<file path="src/rtl/cswa_pkg.sv">
// Shared types, register codes and the cosine table builder for the cosine window block.
// Depends on nothing; the cosine table, weight datapath and top level import it.
`timescale 1ns / 1ps
package cswa_pkg;

    // Register indexes of the configuration port
    localparam logic [2:0] REG_LENGTH = 3'd0;
    localparam logic [2:0] REG_STEP   = 3'd1;
    localparam logic [2:0] REG_COEF0  = 3'd2;
    localparam logic [2:0] REG_COEF1  = 3'd3;
    localparam logic [2:0] REG_COEF2  = 3'd4;
    localparam logic [2:0] REG_COEF3  = 3'd5;
    localparam logic [2:0] REG_COEF4  = 3'd6;

    localparam int CFG_DATA_BITS = 32;
    localparam int COEF_BITS     = 17;
    localparam int WEIGHT_BITS   = 18;
    localparam int TERM_BITS     = 37;
    localparam int ACC_BITS      = 40;
    localparam int HARMONICS     = 4;

    // Reset values of the registers
    localparam logic [12:0] LENGTH_RST = 13'd1024;
    localparam logic [31:0] STEP_RST   = 32'd4198405;
    localparam logic [16:0] COEF0_RST  = 17'd32768;
    localparam logic [16:0] COEF1_RST  = 17'd32768;
    localparam logic [16:0] COEF_RST   = 17'd0;

    // Enables of the two weight stages
    typedef struct packed {
        logic en_mul;
        logic en_sum;
    } wsum_ctl_t;

    // Taylor-series cosine of pi/2*i/2^b in Q1.16, evaluated at elaboration
    function automatic logic [16:0] cos_entry(input int i, input int b);
        longint unsigned x;
        longint unsigned x2;
        longint unsigned term;
        longint sum;
        longint r;
        x    = (64'd1686629713 * longint'(i)) >> b;
        x2   = (x * x) >> 30;
        term = 64'd1 << 30;
        sum  = longint'(term);
        // Twelve series terms, each divided by (2k-1)(2k)
        term = ((term * x2) >> 30) / 64'd2;
        sum  = sum - longint'(term);
        term = ((term * x2) >> 30) / 64'd12;
        sum  = sum + longint'(term);
        term = ((term * x2) >> 30) / 64'd30;
        sum  = sum - longint'(term);
        term = ((term * x2) >> 30) / 64'd56;
        sum  = sum + longint'(term);
        term = ((term * x2) >> 30) / 64'd90;
        sum  = sum - longint'(term);
        term = ((term * x2) >> 30) / 64'd132;
        sum  = sum + longint'(term);
        term = ((term * x2) >> 30) / 64'd182;
        sum  = sum - longint'(term);
        term = ((term * x2) >> 30) / 64'd240;
        sum  = sum + longint'(term);
        term = ((term * x2) >> 30) / 64'd306;
        sum  = sum - longint'(term);
        term = ((term * x2) >> 30) / 64'd380;
        sum  = sum + longint'(term);
        term = ((term * x2) >> 30) / 64'd462;
        sum  = sum - longint'(term);
        term = ((term * x2) >> 30) / 64'd552;
        sum  = sum + longint'(term);
        if (sum < 0)
            sum = 0;
        r = (sum + 64'sd8192) >>> 14;
        if (r > 65536)
            r = 65536;
        if (i == (1 << b))
            r = 0;
        return r[16:0];
    endfunction

endpackage

</file>
<file path="src/rtl/cswa_weight_sum.sv">
// Weight datapath: four coefficient products, then signed sum, rounding and saturation.
// Depends on cswa_pkg for widths and the stage enable struct.
`timescale 1ns / 1ps
module cswa_weight_sum
    import cswa_pkg::*;
(
    input  logic                          clk,
    input  wsum_ctl_t                     ctl,
    input  logic [COEF_BITS-1:0]          coef [HARMONICS+1],
    input  logic signed [17:0]            cos_val [HARMONICS],
    output logic signed [WEIGHT_BITS-1:0] weight
);
    logic signed [TERM_BITS-1:0]   term_reg [HARMONICS];
    logic signed [ACC_BITS-1:0]    acc;
    logic signed [ACC_BITS-1:0]    rnd;
    logic signed [WEIGHT_BITS-1:0] weight_next;
    logic signed [WEIGHT_BITS-1:0] weight_reg;

    // Multiply each harmonic by its coefficient
    always_ff @(posedge clk)
    begin
        if (ctl.en_mul)
        begin
            for (int k = 0; k < HARMONICS; k++)
                term_reg[k] <= TERM_BITS'($signed({1'b0, coef[k+1]}) * cos_val[k]);
        end
    end

    // Sum with alternating signs, round half up, saturate
    always_comb
    begin
        acc = ACC_BITS'($signed({1'b0, coef[0], 16'b0}))
            - ACC_BITS'(term_reg[0]) + ACC_BITS'(term_reg[1])
            - ACC_BITS'(term_reg[2]) + ACC_BITS'(term_reg[3]);
        rnd = (acc + ACC_BITS'(32768)) >>> 16;
        if (rnd > ACC_BITS'(65536))
            weight_next = WEIGHT_BITS'(65536);
        else if (rnd < -ACC_BITS'(65536))
            weight_next = -WEIGHT_BITS'(65536);
        else
            weight_next = rnd[WEIGHT_BITS-1:0];
    end

    always_ff @(posedge clk)
    begin
        if (ctl.en_sum)
            weight_reg <= weight_next;
    end

    assign weight = weight_reg;
endmodule

</file>
<file path="config.mk">
export PLATFORM = sky130hd
export DESIGN_NAME = cswa_weight_sum
export DESIGN_NICKNAME = d
export VERILOG_FILES = /design/src/rtl/cswa_pkg.sv /design/src/rtl/cswa_weight_sum.sv
export SDC_FILE = /design/constraint.sdc
export NUM_CORES = 2
export LEC_CHECK = 0
export BUFFER_PORTS_ARGS = -buffer_cell sky130_fd_sc_hd__clkbuf_2
export CAP_MARGIN = 20
export CELL_PAD_IN_SITES_DETAIL_PLACEMENT = 2
export CELL_PAD_IN_SITES_GLOBAL_PLACEMENT = 2
export CORE_MARGIN = 2
export CORE_UTILIZATION = 38
export DETAILED_ROUTE_END_ITERATION = 8
export GPL_ROUTABILITY_DRIVEN = 0
export PLACE_DENSITY = 0.85
export SLEW_MARGIN = 20
export SYNTH_ARGS = -nofsm -noshare
export SYNTH_HDL_FRONTEND = slang
export SYNTH_SLANG_ARGS = --single-unit
</file>
<file path="constraint.sdc">
create_clock -name clk -period 6.38 [get_ports clk]
set_clock_uncertainty 0.2 [all_clocks]
set_input_delay 0.319 -clock clk [delete_from_list [all_inputs] [get_ports clk]]
set_output_delay 0.319 -clock clk [all_outputs]
set_load 0.05 [all_outputs]
</file>
==> metrics.md <==
| Metric | Value |
|---|---|
| Outcome | finished, violations left |
| Failing checks | negative hold slack, max-capacitance violations, max-slew violations, negative setup slack |
| Post-synth top cells | 1337 x inv_1, 1048 x fa_1, 632 x and2_1 |
| Die Width | 369 microns |
| Final TNS setup | -60.75 ns |
| Port bufs | 177 |
| Vias post-DR | 51.3k |
| Startpoint Class | input pin |
| Bufs on Longest Clock Path | 2 |
| Initial drt markers | 6533 |
| Initial antenna violation count | 48 |
| Post-synth top flop | edfxtp_1 |
| Largest net degree at the start of global routing | 97 |
| Hold crit path type | input pin to flop |
| Synth Warn # | 0 |
| Grt total ovfl | 0 |
| Core area | 0.132 sq mm |
| P&R area growth vs syn | 22.8% |
| Synth Net Count | 7173 |
| Htree depth | 4 |
| Net count reported at finish | 7840 |
| Unrepaired setup endpoints after global routing | true |
| Hold Buf Count CTS | 0 |
| Synth cell types | 74 |
| EDFF count, synth | 162 |
| Final Setup Violations | 83 |
| Largest cells by area after synthesis | fa_1 42%, ha_1 14%, inv_1 9.9%, edfxtp_1 9.6%, and2_1 7.8% |
| DRC viols | 0 |
| Crit path required time | 6.49 ns |
| Worst slew margin | -37.8% |
| Syn_area_per_cell | 9.38 sq um |
| F_max | 124 MHz |
| Minimum clock period | 8.06 ns |
| Post-Syn Area | 0.0505 sq mm |
| Worst hold endpoint | term_reg[0][35] |
| Final non-filler cell total | 7849 |
| R2R depth | 16 |
| Post-Syn Instances | 5384 |
| Initial Util | 38.4% |
| Max_cap viols | 2 |
| Final Hold Viols | 1 |
| Most frequent cell after synthesis | inv_1 |
| Die Area | 0.136 sq mm |
| Largest register FFs | 144 |
| Hold path startpoint | ctl[1] |
| Routed Antenna Nets | 0 |
| Global-route wire length before repair | 413 mm |
| Top cell type by total area after synthesis | fa_1 |
| Clk sinks | 162 |
| Count of pins over their slew limit | 3 |
| Crit path kind | input pin to flop |
| Gr usage total | 42.2% |
| Wirelength per Cell | 44.1 microns |
| Row count | 133 |
| Transition time of the tightest slew-check pin | 2.06 ns |
| Hold slack | -0.000162 ns |
| Critical R2R Launch | term_reg[2][32] |
| Hold Crit Depth | 1 |
| Reg2Reg Setup Slack | -1.44 ns |
| Clock Tree Root | clkbuf_16 |
| Clk_lat worst skew | 0.58 ns |
| Vias in the first global route | 56.6k |
| Seq cells post-synth | 162 |
| Synth async-reset ratio | 0% |
| I/O pin count | 178 |
| Post-synthesis sequential area ratio | 9.63% |
| Worst Path Max Fanout | 13 |
| Fin area | 0.0620 sq mm |
| Die height | 369 microns |
| Placed cells | 7692 |
| CTS tree | built |
| Post-DP Area | 0.0573 sq mm |
| Layout cells sized above 1 | 22.5% |
| Reg-to-reg endpoint | weight[5] |
| Number of clock buffers inserted by TritonCTS | 17 |
| Drt pass-1 iters | 6 |
| Crit end category | flop |
| Routed WL | 347 mm |
| Routed vias/inst | 6.53 |
| Detailed placer's ending HPWL | 185 mm |
| Worst path arrival time | 8.17 ns |
| Final WS setup | -1.68 ns |
| Top cell type's share of synthesized area | 41.5% |
| Crit share post-route | 126% |
| Reg clk slew, reported paths | 0.08 ns |
==> worst max-delay path by stage <==
stage                     cells past startpoint         from              end
after global routing                         22     coef[60]  term_reg[0][35]
after floorplan                              21  cos_val[63]  term_reg[0][35]
final                                        22     coef[60]  term_reg[0][35]
after global placement                       23      coef[9]  term_reg[3][34]
after detailed placement                     25     coef[11]  term_reg[3][35]
after CTS                                    23  cos_val[24]  term_reg[2][35]
==> cells by family after synthesis <==
kind of cell	count (synthesis)	share of synthesized area, %
mux	4	0.0818
simple gates	1555	15.7
xor+xnor	129	2.24
buf+inv	1500	11.2
compound gates	405	5.23
fa+ha+maj	1629	55.9
flops	162	9.63
==> cell usage in the layout, fill, tap and decap left out, types with 29 or more instances in the layout <==
cell type,n
and2_1,571
nand2b_1,50
inv_1,1252
diode_2,30
buf_6,100
nand2_1,568
ha_4,39
fa_1,954
o21ai_0,38
inv_2,83
xor2_1,29
buf_4,526
clkbuf_2,92
a21oi_1,77
fa_2,94
and2_4,60
xnor2_1,80
nor2_1,116
a21o_1,74
ha_1,526
buf_12,29
edfxtp_1,162
==> cell type report <==
class | instances | area [sq um]
well taps | 1755 | 2200
flip-flops and latches | 162 | 4860
inverters | 1340 | 5050
clock inverters | 14 | 113
repair buffers | 807 | 6870
multi-input cells | 3723 | 42400
fillers | 13775 | 69600
clock buffers | 18 | 429
diodes | 30 | 75.1
==> timing repair <==
| item | CTS | global route |
|---|---|---|
| gates cloned | 0 | 5 |
| gates resized for setup | 249 | 719 |
| setup endpoints to repair | 63 | 78 |
| buffers inserted | 23 | 72 |
| pin swaps | 78 | 273 |
==> critical path, cell delays in order <==
cell       delay, ns
clkbuf_8        0.19
and2_4          0.19
fa_1            0.59
inv_1           0.13
fa_1            1.12
inv_2           0.24
fa_2            0.51
fa_2            0.62
fa_1            0.69
inv_1           0.26
fa_2            0.76
inv_1           0.14
ha_4            0.27
a21o_1          0.22
a21oi_4         0.24
o21ai_4         0.10
o31a_1          0.36
a2111oi_4       0.32
nor3_2          0.13
a211o_1         0.39
o31ai_4         0.23
xnor2_2         0.11
==> per-stage QoR <==
step,worst slack [ns],util (%),hold slack (ns)
final,-1.68,47.1,-0.000162
after global routing,-1.55,47.1,0.000503
after CTS,-0.123,44.8,0.188
after detailed placement,-1.14,43.6,0.687
after global placement,-0.512,43.6,0.636
after floorplan,0.00187,-,0.231
==> layer usage <==
layer | up-vias | routed length, microns | GRT usage (%)
met3 | 2777 | 43100 | 12.2
li1 | 17528 | - | -
met4 | 38 | 45400 | 38.3
met5 | - | 457 | 0.0356
met2 | 5405 | 150000 | 69.8
met1 | 25523 | 108000 | 43.2
Power is not shown: default switching activity piles up to over one toggle a cycle in this logic, so the estimate is an artifact.
